<file path="src/hdl/window_size_escape_extractor_macros.svh">
// ----------------------------------------------------------------------------
// Window size escape extractor: assertion macros
// Concurrent assertion wrappers; compiled out for synthesis.
// ----------------------------------------------------------------------------
`ifndef WINDOW_SIZE_ESCAPE_EXTRACTOR_MACROS_SVH
`define WINDOW_SIZE_ESCAPE_EXTRACTOR_MACROS_SVH

`ifndef SYNTHESIS
// ante implies cons in the same cycle
`define WSEE_ASSERT_NOW(lbl, clk, rstn, ante, cons, msg) \
    lbl: assert property (@(posedge clk) disable iff (!(rstn)) (ante) |-> (cons)) \
        else $error(msg);
// ante implies cons in the next cycle
`define WSEE_ASSERT_NEXT(lbl, clk, rstn, ante, cons, msg) \
    lbl: assert property (@(posedge clk) disable iff (!(rstn)) (ante) |=> (cons)) \
        else $error(msg);
`else
`define WSEE_ASSERT_NOW(lbl, clk, rstn, ante, cons, msg)
`define WSEE_ASSERT_NEXT(lbl, clk, rstn, ante, cons, msg)
`endif

`endif

</file>
<file path="src/hdl/wsee_pkg.sv">
// ----------------------------------------------------------------------------
// Window size escape extractor: package
// Shared types, codes and constants for the front end, queue and back end.
// ----------------------------------------------------------------------------
`default_nettype none

package wsee_pkg;

    localparam int unsigned JOB_BYTES = 11;

    typedef logic [7:0] byte_t;
    typedef logic [3:0] pos_t;

    localparam byte_t ESC_MARK   = 8'hFF;
    localparam byte_t ESC_LETTER = 8'h73;
    localparam byte_t STRIP_MASK = 8'h7F;
    localparam pos_t  PREFIX_LEN = 4'd4;
    localparam pos_t  SEQ_LAST   = 4'd11;

    typedef enum logic {
        OP_DATA  = 1'b0,
        OP_FLUSH = 1'b1
    } opcode_t;

    typedef enum logic {
        KIND_DATA   = 1'b0,
        KIND_WINDOW = 1'b1
    } kind_t;

    // register index (paddr[2])
    localparam logic REG_STRIP_HIGH_BIT = 1'b0;

    // One queue entry: all results caused by one accepted input word.
    // Data job: bytes[0..cnt-1] go out in order.
    // Window job: cnt is 1, bytes[0..7] are the eight size bytes.
    typedef struct packed {
        kind_t                       kind;
        pos_t                        cnt;
        logic [JOB_BYTES-1:0][7:0]   bytes;
    } job_t;

    function automatic byte_t prefix_byte(input pos_t pos);
        prefix_byte = (pos < 4'd2) ? ESC_MARK : ESC_LETTER;
    endfunction

endpackage

`default_nettype wire

</file>
<file path="src/hdl/window_size_escape_extractor.sv">
// Throughput: one input word per cycle while the job queue is not full; the back
// end emits one result per cycle unless m_tready stalls it, so a word causing n
// results holds the back end until all n are out, and the job queue (QUEUE_DEPTH
// jobs) absorbs the difference before s_tready drops.
// Reset: synchronous active-low aresetn clears match state, queue, output
// valid and strip_high_bit; no clearing pass, ready the cycle after reset.
// ----------------------------------------------------------------------------
// Window size escape extractor: top level
// Removes the in-band window size escape from a byte stream and reports it.
// ----------------------------------------------------------------------------
`default_nettype none

`include "window_size_escape_extractor_macros.svh"

module window_size_escape_extractor #(
    parameter int unsigned QUEUE_DEPTH = 4
) (
    input  wire logic         aclk,
    input  wire logic         aresetn,
    // input stream
    input  wire logic         s_tvalid,
    output logic              s_tready,
    input  wire logic [7:0]   s_tdata,   // [7:0] in_byte
    input  wire logic         s_tuser,   // [0] opcode
    // result stream
    output logic              m_tvalid,
    input  wire logic         m_tready,
    output logic [71:0]       m_tdata,   // [7:0] out_byte, [23:8] window_rows,
                                         // [39:24] window_cols,
                                         // [55:40] window_xpixels,
                                         // [71:56] window_ypixels
    output logic              m_tuser,   // [0] kind
    output logic              m_tlast,   // last_of_run
    // configuration
    input  wire logic         psel,
    input  wire logic         penable,
    input  wire logic         pwrite,
    input  wire logic [2:0]   paddr,
    input  wire logic [31:0]  pwdata,
    output logic [31:0]       prdata,
    output logic              pready
);

    logic             strip_reg;
    logic             s_accept;
    logic             q_full;
    logic             q_push;
    logic             q_pop;
    logic             head_valid;
    wsee_pkg::job_t   front_job;
    wsee_pkg::job_t   head_job;
    wsee_pkg::pos_t   match_pos;

    // ---- configuration
    assign pready = 1'b1;

    always_ff @(posedge aclk) begin
        if (!aresetn) begin
            strip_reg <= 1'b0;
        end else if (psel && penable && pwrite && pready
                     && paddr[2] == wsee_pkg::REG_STRIP_HIGH_BIT) begin
            strip_reg <= pwdata[0];
        end
    end

    assign prdata = (paddr[2] == wsee_pkg::REG_STRIP_HIGH_BIT) ? {31'd0, strip_reg} : 32'd0;

    // ---- front / queue / back
    assign s_tready = !q_full;
    assign s_accept = s_tvalid && s_tready;

    wsee_front u_front (
        .aclk      (aclk),
        .aresetn   (aresetn),
        .in_valid  (s_accept),
        .opcode    (wsee_pkg::opcode_t'(s_tuser)),
        .in_byte   (s_tdata),
        .job       (front_job),
        .push      (q_push),
        .match_pos (match_pos)
    );

    wsee_queue #(
        .DEPTH (QUEUE_DEPTH)
    ) u_queue (
        .aclk       (aclk),
        .aresetn    (aresetn),
        .push       (q_push),
        .push_job   (front_job),
        .pop        (q_pop),
        .head_job   (head_job),
        .head_valid (head_valid),
        .full       (q_full)
    );

    wsee_back u_back (
        .aclk           (aclk),
        .aresetn        (aresetn),
        .head_job       (head_job),
        .head_valid     (head_valid),
        .strip_high_bit (strip_reg),
        .pop            (q_pop),
        .m_tvalid       (m_tvalid),
        .m_tready       (m_tready),
        .m_tdata        (m_tdata),
        .m_tuser        (m_tuser),
        .m_tlast        (m_tlast)
    );

    // ---- assertions
    `WSEE_ASSERT_NOW(a_window_is_last, aclk, aresetn, m_tvalid && m_tuser, m_tlast, "window word without tlast")
    `WSEE_ASSERT_NEXT(a_flush_clears, aclk, aresetn, s_accept && s_tuser, match_pos == 4'd0, "flush left match state")
    `WSEE_ASSERT_NOW(a_ready_only_full, aclk, aresetn, !s_tready, head_valid && !q_push, "stall without full queue")

endmodule

`default_nettype wire

</file>
<file path="src/hdl/wsee_front.sv">
// ----------------------------------------------------------------------------
// Window size escape extractor: front end
// Tracks the escape match, holds size bytes and turns each input word into
// one job describing the results it causes.
// ----------------------------------------------------------------------------
`default_nettype none

module wsee_front (
    input  wire logic                 aclk,
    input  wire logic                 aresetn,
    input  wire logic                 in_valid,
    input  wire wsee_pkg::opcode_t    opcode,
    input  wire wsee_pkg::byte_t      in_byte,
    output wsee_pkg::job_t            job,
    output logic                      push,
    output wsee_pkg::pos_t            match_pos
);

    wsee_pkg::pos_t  match_pos_reg;
    wsee_pkg::pos_t  match_pos_next;
    wsee_pkg::byte_t window_reg [8];
    logic            wr_en;
    logic [2:0]      wr_idx;

    assign wr_idx    = 3'(match_pos_reg - wsee_pkg::PREFIX_LEN);
    assign match_pos = match_pos_reg;
    assign push      = in_valid && (job.cnt != 4'd0);

    always_comb begin
        job            = '0;
        job.kind       = wsee_pkg::KIND_DATA;
        match_pos_next = match_pos_reg;
        wr_en          = 1'b0;
        if (opcode == wsee_pkg::OP_FLUSH) begin
            // held bytes are the prefix, then size bytes in arrival order
            job.cnt      = match_pos_reg;
            job.bytes[0] = wsee_pkg::ESC_MARK;
            job.bytes[1] = wsee_pkg::ESC_MARK;
            job.bytes[2] = wsee_pkg::ESC_LETTER;
            job.bytes[3] = wsee_pkg::ESC_LETTER;
            for (int k = 0; k < 7; k++) begin
                job.bytes[4 + k] = window_reg[k];
            end
            match_pos_next = '0;
        end else if (match_pos_reg >= wsee_pkg::PREFIX_LEN) begin
            wr_en = 1'b1;
            if (match_pos_reg == wsee_pkg::SEQ_LAST) begin
                job.kind = wsee_pkg::KIND_WINDOW;
                job.cnt  = 4'd1;
                for (int k = 0; k < 7; k++) begin
                    job.bytes[k] = window_reg[k];
                end
                job.bytes[7]   = in_byte;
                match_pos_next = '0;
            end else begin
                match_pos_next = match_pos_reg + 4'd1;
            end
        end else if (in_byte == wsee_pkg::prefix_byte(match_pos_reg)) begin
            match_pos_next = match_pos_reg + 4'd1;
        end else begin
            // false prefix: rescan of the held bytes folded into fixed outcomes
            unique case (match_pos_reg[1:0])
                2'd0: begin
                    job.cnt        = 4'd1;
                    job.bytes[0]   = in_byte;
                    match_pos_next = '0;
                end
                2'd1: begin
                    job.cnt        = 4'd2;
                    job.bytes[0]   = wsee_pkg::ESC_MARK;
                    job.bytes[1]   = in_byte;
                    match_pos_next = '0;
                end
                2'd2: begin
                    job.bytes[0] = wsee_pkg::ESC_MARK;
                    if (in_byte == wsee_pkg::ESC_MARK) begin
                        job.cnt        = 4'd1;
                        match_pos_next = 4'd2;
                    end else begin
                        job.cnt        = 4'd3;
                        job.bytes[1]   = wsee_pkg::ESC_MARK;
                        job.bytes[2]   = in_byte;
                        match_pos_next = '0;
                    end
                end
                2'd3: begin
                    job.bytes[0] = wsee_pkg::ESC_MARK;
                    job.bytes[1] = wsee_pkg::ESC_MARK;
                    job.bytes[2] = wsee_pkg::ESC_LETTER;
                    if (in_byte == wsee_pkg::ESC_MARK) begin
                        job.cnt        = 4'd3;
                        match_pos_next = 4'd1;
                    end else begin
                        job.cnt        = 4'd4;
                        job.bytes[3]   = in_byte;
                        match_pos_next = '0;
                    end
                end
            endcase
        end
    end

    always_ff @(posedge aclk) begin
        if (!aresetn) begin
            match_pos_reg <= '0;
        end else if (in_valid) begin
            match_pos_reg <= match_pos_next;
        end
    end

    always_ff @(posedge aclk) begin
        if (in_valid && wr_en) begin
            window_reg[wr_idx] <= in_byte;
        end
    end

endmodule

`default_nettype wire

</file>
<file path="src/hdl/wsee_queue.sv">
// ----------------------------------------------------------------------------
// Window size escape extractor: job queue
// Small FIFO of jobs between the front end and the back end.
// ----------------------------------------------------------------------------
`default_nettype none

module wsee_queue #(
    parameter int unsigned DEPTH = 4
) (
    input  wire logic              aclk,
    input  wire logic              aresetn,
    input  wire logic              push,
    input  wire wsee_pkg::job_t    push_job,
    input  wire logic              pop,
    output wsee_pkg::job_t         head_job,
    output logic                   head_valid,
    output logic                   full
);

    localparam int unsigned PW = $clog2(DEPTH);
    localparam int unsigned CW = $clog2(DEPTH + 1);

    wsee_pkg::job_t  mem [DEPTH];
    logic [PW-1:0]   wr_ptr_reg;
    logic [PW-1:0]   rd_ptr_reg;
    logic [CW-1:0]   count_reg;

    assign head_job   = mem[rd_ptr_reg];
    assign head_valid = (count_reg != '0);
    assign full       = (count_reg == CW'(DEPTH));

    always_ff @(posedge aclk) begin
        if (push) begin
            mem[wr_ptr_reg] <= push_job;
        end
    end

    always_ff @(posedge aclk) begin
        if (!aresetn) begin
            wr_ptr_reg <= '0;
            rd_ptr_reg <= '0;
            count_reg  <= '0;
        end else begin
            if (push) begin
                wr_ptr_reg <= (wr_ptr_reg == PW'(DEPTH - 1)) ? '0 : wr_ptr_reg + 1'b1;
            end
            if (pop) begin
                rd_ptr_reg <= (rd_ptr_reg == PW'(DEPTH - 1)) ? '0 : rd_ptr_reg + 1'b1;
            end
            if (push && !pop) begin
                count_reg <= count_reg + 1'b1;
            end else if (pop && !push) begin
                count_reg <= count_reg - 1'b1;
            end
        end
    end

endmodule

`default_nettype wire

</file>
<file path="src/hdl/wsee_back.sv">
// ----------------------------------------------------------------------------
// Window size escape extractor: back end
// Walks the head job one result per unstalled cycle into the output register.
// ----------------------------------------------------------------------------
`default_nettype none

module wsee_back (
    input  wire logic              aclk,
    input  wire logic              aresetn,
    input  wire wsee_pkg::job_t    head_job,
    input  wire logic              head_valid,
    input  wire logic              strip_high_bit,
    output logic                   pop,
    output logic                   m_tvalid,
    input  wire logic              m_tready,
    output logic [71:0]            m_tdata,
    output logic                   m_tuser,
    output logic                   m_tlast
);

    wsee_pkg::pos_t  idx_reg;
    wsee_pkg::byte_t cur_byte;
    wsee_pkg::byte_t data_byte;
    logic            load;
    logic            last_res;
    logic            out_valid_reg;
    logic [71:0]     tdata_reg;
    logic            tuser_reg;
    logic            tlast_reg;
    logic [71:0]     tdata_next;

    assign load      = head_valid && (!out_valid_reg || m_tready);
    assign last_res  = (idx_reg == (head_job.cnt - 4'd1));
    assign pop       = load && last_res;
    assign cur_byte  = head_job.bytes[idx_reg];
    assign data_byte = strip_high_bit ? (cur_byte & wsee_pkg::STRIP_MASK) : cur_byte;

    always_comb begin
        tdata_next = '0;
        if (head_job.kind == wsee_pkg::KIND_WINDOW) begin
            // big-endian pairs: rows, cols, x pixels, y pixels
            for (int k = 0; k < 4; k++) begin
                tdata_next[8 + 16*k +: 16] = {head_job.bytes[2*k], head_job.bytes[2*k + 1]};
            end
        end else begin
            tdata_next[7:0] = data_byte;
        end
    end

    always_ff @(posedge aclk) begin
        if (!aresetn) begin
            idx_reg       <= '0;
            out_valid_reg <= 1'b0;
        end else begin
            if (load) begin
                idx_reg       <= last_res ? '0 : idx_reg + 4'd1;
                out_valid_reg <= 1'b1;
            end else if (m_tready) begin
                out_valid_reg <= 1'b0;
            end
        end
    end

    always_ff @(posedge aclk) begin
        if (load) begin
            tdata_reg <= tdata_next;
            tuser_reg <= logic'(head_job.kind);
            tlast_reg <= last_res;
        end
    end

    assign m_tvalid = out_valid_reg;
    assign m_tdata  = tdata_reg;
    assign m_tuser  = tuser_reg;
    assign m_tlast  = tlast_reg;

endmodule

`default_nettype wire
</file>
<file path="config.mk">
export PLATFORM = sky130hd
export DESIGN_NAME = window_size_escape_extractor
export DESIGN_NICKNAME = d
export VERILOG_FILES = /design/src/hdl/wsee_pkg.sv /design/src/hdl/window_size_escape_extractor.sv /design/src/hdl/wsee_front.sv /design/src/hdl/wsee_queue.sv /design/src/hdl/wsee_back.sv
export VERILOG_INCLUDE_DIRS = /design/src /design/src/hdl
export SDC_FILE = /design/constraint.sdc
export NUM_CORES = 1
export LEC_CHECK = 0
export BUFFER_PORTS_ARGS = -buffer_cell sky130_fd_sc_hd__buf_2
export CAP_MARGIN = 30
export CORE_MARGIN = 4
export CORE_UTILIZATION = 50
export CTS_CLUSTER_DIAMETER = 50
export DETAILED_ROUTE_END_ITERATION = 10
export PLACE_DENSITY_LB_ADDON = 0.08
export SYNTH_ARGS = -nofsm -noshare
export SYNTH_HDL_FRONTEND = slang
export SYNTH_HIERARCHICAL = 1
export SYNTH_SLANG_ARGS = --single-unit
export TNS_END_PERCENT = 100
</file>
<file path="constraint.sdc">
create_clock -name aclk -period 6.85 [get_ports aclk]
set_input_delay 1.37 -clock aclk [delete_from_list [all_inputs] [get_ports aclk]]
set_output_delay 1.37 -clock aclk [all_outputs]
set_load 0.005 [all_outputs]
</file>
[Word-level counts from Yosys, hierarchy flattened]
Memory sizes are Yosys's and may differ from the RTL's. A register that Yosys moved wholly into a read port is not among the register bits.
Cells that the tools add are included.
Word-level totals
  register bits after elaboration: 91
  memory bits (writable): 436
  bits of input ports: 51
  output and inout port bits: 109
  word-level logic and storage cells: 106
  memories kept: 2
Cells by class
  add/subtract/negate cells: 8
  $lt $le $gt $ge: 3
  eq/ne operators: 10
  mux-type cells: 47
  bitwise logic cells: 1
  reductions and logical operators: 23
Memory list
  u_queue.mem: words 4, width 93, rd ports 1, clocked after Yosys merged registers in 1, write ports 1, RTL line wsee_queue.sv:23  | wsee_pkg::job_t mem [DEPTH];
  u_front.window_reg: words 8, width 8, rd ports 7, clocked after Yosys merged registers in 0, write ports 1, RTL line wsee_front.sv:21  | wsee_pkg::byte_t window_reg [8];
Operators with widths (count)
  two-way mux 64 bit: 2
  two-way mux 32 bit: 3
  binary-select mux 8 bit (select 4 bit): 1
  two-way mux 4 bit: 8
  two-way mux 8 bit: 4
  one-hot mux 8 bit (2 select lines): 2
  two-way mux 24 bit: 1
  one-hot mux 8 bit (3 select lines): 1
  two-way mux 16 bit: 1
  one-hot mux 4 bit (4 select lines): 1
  two-way mux 1 bit: 12
  two-way mux 2 bit: 6
  one-hot mux 4 bit (3 select lines): 1
  logical AND 1 bit: 10
  two-way mux 3 bit: 3
  adder 4 x 1 -> 4 bit (second input constant): 2
  equality test 2 bit (second input constant): 4
  equality test 8 bit: 1
  equality test 8 bit (second input constant): 1
  < comparator 4 x 5 -> 1 bit (second input constant): 1
  two-way mux 5 bit: 1
  adder 2 x 1 -> 2 bit (second input constant): 2
  equality test 4 bit: 1
  equality test 4 bit (second input constant): 1
  17 further kinds: 22

[Depth between registers and ports, before layout]
Gate-level depths: netlist of run 1.
  word-level depth: 12
  gate-level depth with buffers: 14

[By module]
The synthesis of run 1 kept the hierarchy.
Modules (own cells, without submodules)
  wsee_queue: instances 1, cells an instance 529, area an instance 13877.1 um^2
  wsee_back: instances 1, cells an instance 282, area an instance 3803.6 um^2
  wsee_front: instances 1, cells an instance 362, area an instance 3425.8 um^2
  window_size_escape_extractor: instances 1, cells an instance 42, area an instance 325.3 um^2

[Least setup slack after synthesis of run 1]
No wires, ideal clock.
  path kind: input -> register
  from: input s_tdata[6]
  to: memory u_queue/mem[0][0] in the netlist's numbering, enable pin
  arrival: 4834 ps
  data required time: 6388 ps
  path slack: 1555 ps
  stages: 7
  buffers on the path: 1
  cells stage by stage: and4_4 -> buf_6 -> a31oi_2 -> a21oi_1 -> o31ai_2 -> o31a_1 -> and2_1
RTL lines
  start: declaration: RTL line window_size_escape_extractor.sv:23  | input wire logic [7:0] s_tdata,
  end: declaration: RTL line wsee_queue.sv:23

==> flow_summary.json, run 1 <==
{
  "status": "finished clean",
  "die_w_um": 215,
  "fin_tns_setup_ns": 0,
  "clk_latency_ns": 0.59,
  "die_h_um": 215,
  "design_area_mm2": 0.0240,
  "cts_hold_buf": 0,
  "crit_family": "simple AND/OR/NAND/NOR gates",
  "worstPathCellList": "buf_2 > nor4b_4 > o211ai_4 > nand2_1 > o31ai_2 > o31a_1 > and2_4 > buf_4",
  "critPathBufInv": 2,
  "grt_pass1_vias": 10900,
  "io_buffers": 94,
  "crit_arrival_ns": 4.83,
  "slowest_stage": "and2_4",
  "path_class": "input port to register",
  "avgRoutedWirePerCell_um": 24.8,
  "yosysWarnings": 6,
  "max_cap_viol_count": 0,
  "cts.clk_slew.worst_paths_ns": 0.06,
  "vias_per_cell": 5.72,
  "maxSlewHeadroom_pct": 35.3,
  "synth-main-ff-cell": "edfxtp_1",
  "cts.sinks": 521,
  "synth_cell_type_count": 70,
  "fin_skew_ns": 0.0157,
  "synth-edff-count": 502,
  "grt_start_max_net_pins": 73,
  "place_area_mm2": 0.0223,
  "synth-async-reset-ratio_pct": 0,
  "power.static_leakage_uw": 0.00785,
  "routed_wl_mm": 47.0,
  "first_pass_iters": 5,
  "timing.fmax_ghz": 0.220,
  "finalNetCount": 1378,
  "critPathMaxFanout": 50,
  "grt_util_met2_pct": 31.8,
  "num-fill-cells": 3215,
  "grt_pass1_wl_mm": 71.1,
  "cts_made_buffers": 54,
  "io_pins": 160,
  "finalHoldViolCount": 0,
  "power.total_uw": 7540,
  "route.detailed.drc": 0,
  "drt_iter0_markers": 931,
  "synth_cells": 1215,
  "crit_path_end_kind": "register",
  "grt_overflow": 0,
  "synth_seq_cells": 521,
  "ys_seq_area_share_pct": 72.1,
  "vias": 10800,
  "rsz0062_at_grt": "no",
  "initial_core_util_pct": 50.9,
  "htreeDepth": 2,
  "ant_nets": 0,
  "largest_reg_flops": 372,
  "post-place-ws_ns": 1.73,
  "worstPathRequired_ns": 7.12,
  "syn_area_per_cell_um2": 17.6,
  "worst_slew_pin_slew_ns": 0.968,
  "ctsResizeCount": 0,
  "post-route-min-period_ns": 4.56,
  "antenna_found_initial": 1,
  "rows": 75,
  "final_common_cell": "edfxtp_1",
  "layout_common_cells": "edfxtp_1, mux4_2, buf_2",
  "drive_above_1_share_pct": 23.2,
  "dieArea_mm2": 0.0462,
  "slew_violations": 0,
  "cts_tree": "done",
  "use_met1_pct": 30.5,
  "grt_use_met3_pct": 4.51,
  "root_buffer": "clkbuf_16",
  "dp_hpwl_mm": 29.6,
  "cp-start-kind": "input port",
  "post-cts-setup-buffers": 0,
  "busiest_layer": "met2",
  "setup_ws_ns": 2.29,
  "hold_path.class": "register to register",
  "setup_viol": 0,
  "synthesis.area_mm2": 0.0214,
  "powerDensity_mw_per_mm2": 314,
  "place_congestion": 0.828,
  "syn2layout_area_growth_pct": 12.0,
  "core_region_area_mm2": 0.0421,
  "critPathMaxStageDelay_ns": 0.81,
  "clock_path_buffers": 3,
  "peakVddDrop_mv": 0.312,
  "track_usage_pct": 20.5,
  "post-route-period-util_pct": 66.5
}
==> metrics by stage <==
stage          utilization (%)  instances  hold slack [ns]
2_1_floorplan                -       1245            0.457
3_3_place_gp              52.8       1796            0.484
3_5_place_dp              52.8       1797            0.500
4_1_cts                   57.0       1894            0.506
5_1_grt                   57.0       1894            0.532
6_report                  57.0       1895            0.502
==> synth_stat cells (3+ instances only) <==
cell,number,area [µm²]
a21oi_1,47,235
a221o_1,5,50.1
a22oi_1,9,67.6
a31oi_1,3,18.8
a32oi_1,3,26.3
and2_1,96,601
and3_1,3,18.8
buf_1,3,11.3
buf_2,19,95.1
buf_4,35,263
buf_6,12,135
clkbuf_1,27,101
dfxtp_1,19,380
edfxtp_1,502,15100
ha_1,12,150
inv_1,17,63.8
mux2i_1,28,280
mux4_2,101,2270
nand2_1,82,308
nand2b_1,7,43.8
nor2_1,34,128
nor2b_1,18,113
nor3_1,4,20.0
o211ai_1,3,22.5
o21ai_0,54,270
o21ai_1,10,50.1
o22ai_1,6,37.5
or3_1,3,18.8
xor2_1,3,26.3
==> where the power goes <==
part / switching [µW] / internal (µW) / total, µW
logic: 502 / 323 / 824
registers: 87.8 / 3750 / 3840
clock network: 1180 / 1700 / 2880
==> layer usage <==
layer  share of wire (%)  wire, µm
met4                 1.5       728
met1                  44     20800
met5                   0         0
met2                  47     22000
met3                 7.4      3470
==> layout make-up <==
cell class / count / area (µm²) / area share [%]
sequential: 521 / 15500 / 64.4
clock buffer: 69 / 1470 / 6.13
timing repair buffer: 112 / 658 / 2.74
clock inverter: 28 / 269 / 1.12
multi-input combinational: 608 / 5400 / 22.5
antenna: 1 / 2.50 / 0.0104
tap: 539 / 674 / 2.81
inverter: 17 / 65.1 / 0.271
==> final timing paths <==
path	slack, ns	cells past startpoint	end	from
worst max-delay path	2.29	8	u_queue/mem[2][5]$_DFFE_PP_	s_tdata[2]
worst min-delay path	0.50	2	u_back/m_tvalid$_SDFFE_PN0P_	u_back/m_tvalid$_SDFFE_PN0P_
worst max register to register	2.50	9	u_queue/mem[2][5]$_DFFE_PP_	u_front/match_pos[1]$_SDFFE_PN0P_
worst min register to register	0.50	2	u_back/m_tvalid$_SDFFE_PN0P_	u_back/m_tvalid$_SDFFE_PN0P_
==> tightest hold or removal path: cells and delay by family (launching register included) <==
family          cells  cell delay, ns
simple gates        1            0.08
flops               1            0.31
compound gates      1            0.06
==> logic make-up (layout without fill, tap and decap cells) <==
group                    after synthesis  in the layout  share of synthesized area [%]
flip-flops                           521            521                           72.1
AND/OR/NAND/NOR                      267            267                           6.75
AO/OA/AOI/OAI                        159            159                           4.61
multiplexers                         130            130                           12.0
buffers and inverters                116            226                           3.33
adder cells (fa/ha/maj)               13             13                          0.794
XOR/XNOR                               7              7                          0.385
other                                  2             33                         0.0350
Note: power is estimated with default switching activity, not from simulation.
==> run 2, diff against run 1 <==
--- a/config.mk
+++ b/config.mk
@@ -6,6 +6,7 @@
 export SDC_FILE = /design/constraint.sdc
 export NUM_CORES = 1
 export LEC_CHECK = 0
+export ABC_AREA = 1
 export BUFFER_PORTS_ARGS = -buffer_cell sky130_fd_sc_hd__buf_2
 export CAP_MARGIN = 30
 export CORE_MARGIN = 4
==> constraint.sdc (replaced) <==
create_clock -name aclk -period 4.2 [get_ports aclk]
set_input_delay 0.84 -clock aclk [delete_from_list [all_inputs] [get_ports aclk]]
set_output_delay 0.84 -clock aclk [all_outputs]
set_load 0.005 [all_outputs]
==> run 2 against run 1 <==
Die area increased by 5.5%. Clock skew down 0.0026 ns. Sequential share of layout area decreased by 3.1 points. Power is 78% higher. Register-to-register slack worse by 1.7 ns. Synthesized cell count up 56%. Synthesized area rose by 5.8%. Clock power rose by 59%. Wire length increased by 22%. Global-route usage increased by 2.2 points. Setup slack got worse by 1.5 ns. Via count is 33% higher.
==> flow_summary.json, run 2 <==
{
  "synth_top_area_share_pct": 66.5,
  "rr_worst_depth": 14,
  "syn2layout_area_growth_pct": 11.2,
  "slowest_stage": "dfxtp_1",
  "power.total_uw": 13400,
  "crit_path_frequent_cell": "nand2_1",
  "synth_cell_type_count": 41,
  "dieArea_mm2": 0.0488,
  "place_congestion": 0.878,
  "whs_path_depth": 2,
  "num-fill-cells": 3778,
  "cts_hold_buf": 0,
  "io_pins": 160,
  "yosysWarnings": 6,
  "cts_made_buffers": 56,
  "post-route-min-period_ns": 3.44,
  "crit_path_end_kind": "register",
  "root_buffer": "clkbuf_16",
  "ctsResizeCount": 0,
  "met1_length_mm": 24.7,
  "rsz0062_at_grt": "no",
  "whs_endpoint": "u_back/m_tvalid$_SDFFE_PN0P_",
  "cts.clk_slew.worst_paths_ns": 0.06,
  "drt_iter0_markers": 1410,
  "yosys.area.top_type": "edfxtp_1",
  "first_pass_iters": 5,
  "wl_met2_mm": 27.3,
  "fin_skew_ns": 0.0131,
  "setup_ws_ns": 0.763,
  "rrSetupSlack_ns": 0.76,
  "maxSlewHeadroom_pct": 32.1,
  "largest_reg_flops": 372,
  "met3RoutedLength_mm": 3.68,
  "drive_above_1_share_pct": 16.2,
  "synth_seq_cells": 521,
  "post-route-period-util_pct": 81.8,
  "yosysMostFrequentCell": "edfxtp_1",
  "setup_viol": 0,
  "htreeDepth": 2,
  "cts.sinks": 521,
  "die_h_um": 221,
  "status": "finished clean",
  "ant_nets": 0,
  "power.static_leakage_uw": 0.00971,
  "finalHoldViolCount": 0,
  "synthesis.area_mm2": 0.0227,
  "holdCritStartpoint": "u_back/m_tvalid$_SDFFE_PN0P_",
  "post-cts-setup-buffers": 0,
  "worst_slew_pin_slew_ns": 1.01,
  "peakVddDrop_mv": 0.374,
  "io_buffers": 94,
  "max_cap_viol_count": 0,
  "initial_core_util_pct": 50.9,
  "post-place-ws_ns": 0.524,
  "synthTopCellsByCount": "edfxtp_1, nand2_1, nor2_1",
  "worstPathRequired_ns": 4.48,
  "crit_family": "simple AND/OR/NAND/NOR gates",
  "slew_violations": 0,
  "vias": 14400,
  "layout_common_cells": "edfxtp_1, nand2_1, nor2_1",
  "grt_start_max_net_pins": 160,
  "critPathMaxStageDelay_ns": 0.49,
  "hold_path.class": "register to register",
  "synth_area_leaders": "edfxtp_1, nand2_1, o21ai_0",
  "path_class": "register to register",
  "rows": 77,
  "grt_pass1_vias": 13600,
  "synth_cells": 1896,
  "fin_tns_setup_ns": 0,
  "synth-main-ff-cell": "edfxtp_1",
  "grt_pass1_wl_mm": 85.5,
  "die_w_um": 221,
  "core_region_area_mm2": 0.0445,
  "route.detailed.drc": 0,
  "cts_tree": "done",
  "synth-edff-count": 502,
  "track_usage_pct": 22.7,
  "r2r-start": "u_front/match_pos[0]$_SDFFE_PN0P_",
  "powerDensity_mw_per_mm2": 531,
  "final_common_cell": "edfxtp_1",
  "cp-start-kind": "register",
  "r2r_end": "u_queue/mem[1][43]$_DFFE_PP_",
  "dp_hpwl_mm": 35.3,
  "startpoint": "u_front/match_pos[0]$_SDFFE_PN0P_",
  "antenna_found_initial": 3,
  "timing.fmax_ghz": 0.291,
  "worstPathCellList": "inv_1 > ha_1 > inv_1 > nand2_1 > nor2_1 > nand3_1 > nand2_1 > inv_1 > nand2_1 > nor2_1 > nor2_1 > nand2_1 > inv_4 > buf_12",
  "clk_latency_ns": 0.60,
  "routed_wl_mm": 57.2,
  "clock_path_buffers": 3,
  "finalNetCount": 2040,
  "synth-async-reset-ratio_pct": 0,
  "antenna_cells": 0,
  "crit_arrival_ns": 3.71,
  "syn_area_per_cell_um2": 12.0,
  "grt_overflow": 0,
  "critPathMaxFanout": 28,
  "vias_per_cell": 5.52,
  "highest_layer": "met5",
  "critPathBufInv": 5,
  "ys_seq_area_share_pct": 68.2,
  "avgRoutedWirePerCell_um": 21.9
}
[run 2: changes by cell type after synthesis, moves of 33 or more]
cell / before / now
inv_1: 17 / 189
and2_1: 96 / 0
a21oi_1: 47 / 14
o21ai_0: 54 / 159
nor2_1: 34 / 197
o21ai_2: 0 / 36
o22ai_1: 6 / 73
nand2_1: 82 / 304
nand3_1: 1 / 86
mux4_2: 101 / 0
[run 2: cells by family (layout without fill, tap and decap cells)]
logic type                 after synthesis  after routing  synth area share, %
buffers and inverters                  332            422                 7.30
AOI/OAI and AO/OA                      378            378                 10.9
and+or+nand+nor                        642            642                 12.5
other                                    2             32               0.0331
xor gates and xnor gates                 8              8                0.309
DFF                                    521            521                 68.2
adders and majority gates               13             13                0.751
[run 2: where the power goes]
| group | leakage, µW | switching, µW | internal, µW | total, µW |
|---|---|---|---|---|
| Combinational | 0.00408 | 1760 | 721 | 2480 |
| Clock | 0.000825 | 1930 | 2640 | 4570 |
| Sequential | 0.00481 | 114 | 6210 | 6330 |
[run 2: per-stage QoR]
| stage | utilization [%] | area [µm²] | instances | hold WS [ns] |
|---|---|---|---|---|
| global route | 56.6 | 25200 | 2608 | 0.546 |
| floorplan | - | 22800 | 1926 | 0.466 |
| CTS | 56.6 | 25200 | 2608 | 0.511 |
| global placement | 52.8 | 23500 | 2510 | 0.496 |
| finish | 56.6 | 25200 | 2608 | 0.503 |
| detailed placement | 52.8 | 23500 | 2510 | 0.502 |
[run 2: metal layers]
layer / global-route usage, % / up-vias
met3: 3.11 / 82
met1: 32.6 / 7133
met5: 0 / -
li1: - / 6693
met4: 7.01 / 2
met2: 36.6 / 481
[run 2: area by class of cell]
type                       instances  area (µm²)  area share, %
inverter                         200         778           3.09
clock inverter                    31         224          0.889
tap                              592         741           2.94
multi-input combinational       1073        5680           22.5
sequential                       521       15500           61.3
timing repair buffer             124         858           3.41
clock buffer                      67        1460           5.81
[run 2: worst max path at each step]
stage	endpoint	depth (start not counted)	slack [ns]
2_1_floorplan	u_queue/mem[0][0]$_DFFE_PP_	13	0.12
6_report	u_queue/mem[1][43]$_DFFE_PP_	14	0.76
5_1_grt	u_queue/count_reg[2]$_SDFFE_PN0P_	19	0.49
3_3_place_gp	u_queue/mem[1][43]$_DFFE_PP_	15	0.55
3_5_place_dp	u_queue/mem[1][43]$_DFFE_PP_	15	0.52
4_1_cts	u_queue/mem[1][43]$_DFFE_PP_	14	0.83
[run 2: worst register-to-register path, cell delays in order, from the launching register on]
cell and delay [ns]:
dfxtp_1 0.49, inv_1 0.19, ha_1 0.33, inv_1 0.19, nand2_1 0.08, nor2_1 0.12
nand3_1 0.10, nand2_1 0.16, inv_1 0.06, nand2_1 0.06, nor2_1 0.04, nor2_1 0.46
nand2_1 0.19, inv_4 0.35, buf_12 0.28
==> run 3, diff against run 2 <==
==> constraint.sdc (replaced) <==
create_clock -name aclk -period 3.1 [get_ports aclk]
set_input_delay 0.62 -clock aclk [delete_from_list [all_inputs] [get_ports aclk]]
set_output_delay 0.62 -clock aclk [all_outputs]
set_load 0.005 [all_outputs]
==> run 3 against run 2 <==
Setup slack got worse by 0.45 ns. Sequential share of layout area fell by 0.92 points. Clock-buffer cell count is 2 higher. Fmax rose by 24%. Sequential cell count is the same. Combinational power is 35% higher. Hold slack got worse by 0.16 ns. Die area unchanged. Sequential power increased by 36%. Register-to-register slack got worse by 0.45 ns. Critical endpoint is now u_queue/count_reg[1]$_SDFFE_PN0P_. Highest routed layer is now met4.
==> flow_summary.json, run 3 (synthesis results as in run 2) <==
{
  "status": "finished clean",
  "setup_ws_ns": 0.317,
  "crit_path_end_kind": "register",
  "core_region_area_mm2": 0.0445,
  "slew_violations": 0,
  "syn2layout_area_growth_pct": 12.9,
  "multi_input_area_mm2": 0.00574,
  "setup_viol": 0,
  "vias_per_cell": 5.50,
  "root_buffer": "clkbuf_16",
  "track_usage_pct": 23.4,
  "path_class": "register to register",
  "rows": 77,
  "clock_path_buffers": 3,
  "dp_hpwl_mm": 36.5,
  "crit_family": "adder cells",
  "final_common_cell": "edfxtp_1",
  "htreeDepth": 2,
  "finalNetCount": 2072,
  "route.detailed.drc": 0,
  "io_pins": 160,
  "cts_made_buffers": 57,
  "grt_overflow": 0,
  "place_congestion": 0.875,
  "finalHoldViolCount": 0,
  "hold_path.class": "input port to register",
  "dieArea_mm2": 0.0488,
  "vias": 14600,
  "post-route-min-period_ns": 2.78,
  "cts.clk_slew.worst_paths_ns": 0.06,
  "r2r_end": "u_queue/count_reg[1]$_SDFFE_PN0P_",
  "critPathBufInv": 5,
  "initial_core_util_pct": 50.9,
  "power.total_uw": 18400,
  "maxSlewHeadroom_pct": 42.3,
  "max_cap_viol_count": 0,
  "worstPathRequired_ns": 3.60,
  "layout_common_cells": "edfxtp_1, nand2_1, nor2_1",
  "routed_wl_mm": 58.5,
  "antenna_cells": 0,
  "ctsResizeCount": 0,
  "worstPathCellList": "inv_8 > o21ai_0 > o22ai_2 > inv_1 > ha_1 > xor2_1 > nand2_1 > nor2_2 > nand3_2 > inv_2 > inv_2 > ha_1 > inv_1 > fa_2 > o21ai_1 > nor2_1",
  "post-cts-setup-buffers": 0,
  "grt_start_max_net_pins": 129,
  "largest_reg_flops": 372,
  "rrSetupSlack_ns": 0.32,
  "critPathMaxStageDelay_ns": 0.44,
  "post-route-period-util_pct": 89.8,
  "cts_tree": "done",
  "slowest_stage": "dfxtp_4",
  "cp-start-kind": "register",
  "antenna_found_initial": 0,
  "post-place-ws_ns": 0.282,
  "num-fill-cells": 3747,
  "power.static_leakage_uw": 0.00987,
  "final_util_pct": 57.5,
  "grt_pass1_vias": 13700,
  "drt_iter0_markers": 1406,
  "holdWs_ns": 0.339,
  "drive_above_1_share_pct": 18.7,
  "fin_skew_ns": 0.0117,
  "worst-path-stages": 16,
  "cts.sinks": 521,
  "powerDensity_mw_per_mm2": 719,
  "worst_slew_pin_slew_ns": 0.865,
  "first_pass_iters": 5,
  "endpoint": "u_queue/count_reg[1]$_SDFFE_PN0P_",
  "cts_hold_buf": 0,
  "rr_worst_depth": 16,
  "die_h_um": 221,
  "die_w_um": 221,
  "ant_nets": 0,
  "peakVddDrop_mv": 0.460,
  "crit_arrival_ns": 3.28,
  "clk_latency_ns": 0.61,
  "final-seq-area_mm2": 0.0155,
  "rsz0062_at_grt": "no",
  "timing.fmax_ghz": 0.359,
  "critPathMaxFanout": 12,
  "fin_tns_setup_ns": 0,
  "grt_pass1_wl_mm": 87.4,
  "io_buffers": 94,
  "avgRoutedWirePerCell_um": 22.1
}
==> run 3: cell count changes in the layout (fill, tap and decap cells not counted), sizes merged <==
cell and delta:
inv -4, clkinvlp +9, buf +31, clkinv -1
clkbuf +2
==> run 3: layout make-up <==
| class | count | share of cell area [%] |
|---|---|---|
| sequential | 521 | 60.4 |
| clock buffer | 69 | 5.92 |
| inverter | 200 | 3.08 |
| tap | 592 | 2.89 |
| multi-input combinational | 1073 | 22.4 |
| clock inverter | 35 | 1.06 |
| timing repair buffer | 155 | 4.21 |
==> run 3: tightest hold or removal path, delay by kind of cell <==
| kind | cells | cell delay, ns |
|---|---|---|
| compound gates | 1 | 0.08 |
| simple gates | 1 | 0.09 |
| buf+inv | 2 | 0.11 |
==> run 3: layer usage <==
| layer | global-route usage, % | vias up | routed length (µm) |
|---|---|---|---|
| met4 | 6.14 | 0 | 1340 |
| met5 | 0 | - | 0 |
| met3 | 3.60 | 85 | 4120 |
| met2 | 37.1 | 520 | 27700 |
| met1 | 34.2 | 7190 | 25400 |
| li1 | - | 6761 | - |
==> run 3: power by group <==
part	internal (µW)	switching, µW	leakage [µW]
clock network	3720	2700	0.000860
logic	1040	2320	0.00420
registers	8420	202	0.00481
total	13200	5220	0.00987
==> run 3: how the worst min path moves through the flow <==
stage,start,to,slack [ns],cells after the start
2_1_floorplan,strip_reg$_SDFFE_PN0P_,strip_reg$_SDFFE_PN0P_,0.47,2
3_3_place_gp,u_front/match_pos[0]$_SDFFE_PN0P_,u_front/match_pos[0]$_SDFFE_PN0P_,0.51,2
3_5_place_dp,u_front/match_pos[0]$_SDFFE_PN0P_,u_front/match_pos[0]$_SDFFE_PN0P_,0.51,2
4_1_cts,m_tready,u_back/m_tvalid$_SDFFE_PN0P_,0.31,4
5_1_grt,m_tready,u_back/m_tvalid$_SDFFE_PN0P_,0.35,4
6_report,m_tready,u_back/m_tvalid$_SDFFE_PN0P_,0.34,4
==> run 3: through the flow <==
stage / instances / cell area [µm²]
after floorplan: 1926 / 22900
after global placement: 2541 / 23800
after detailed placement: 2541 / 23800
after CTS: 2645 / 25600
after global routing: 2645 / 25600
final: 2645 / 25600
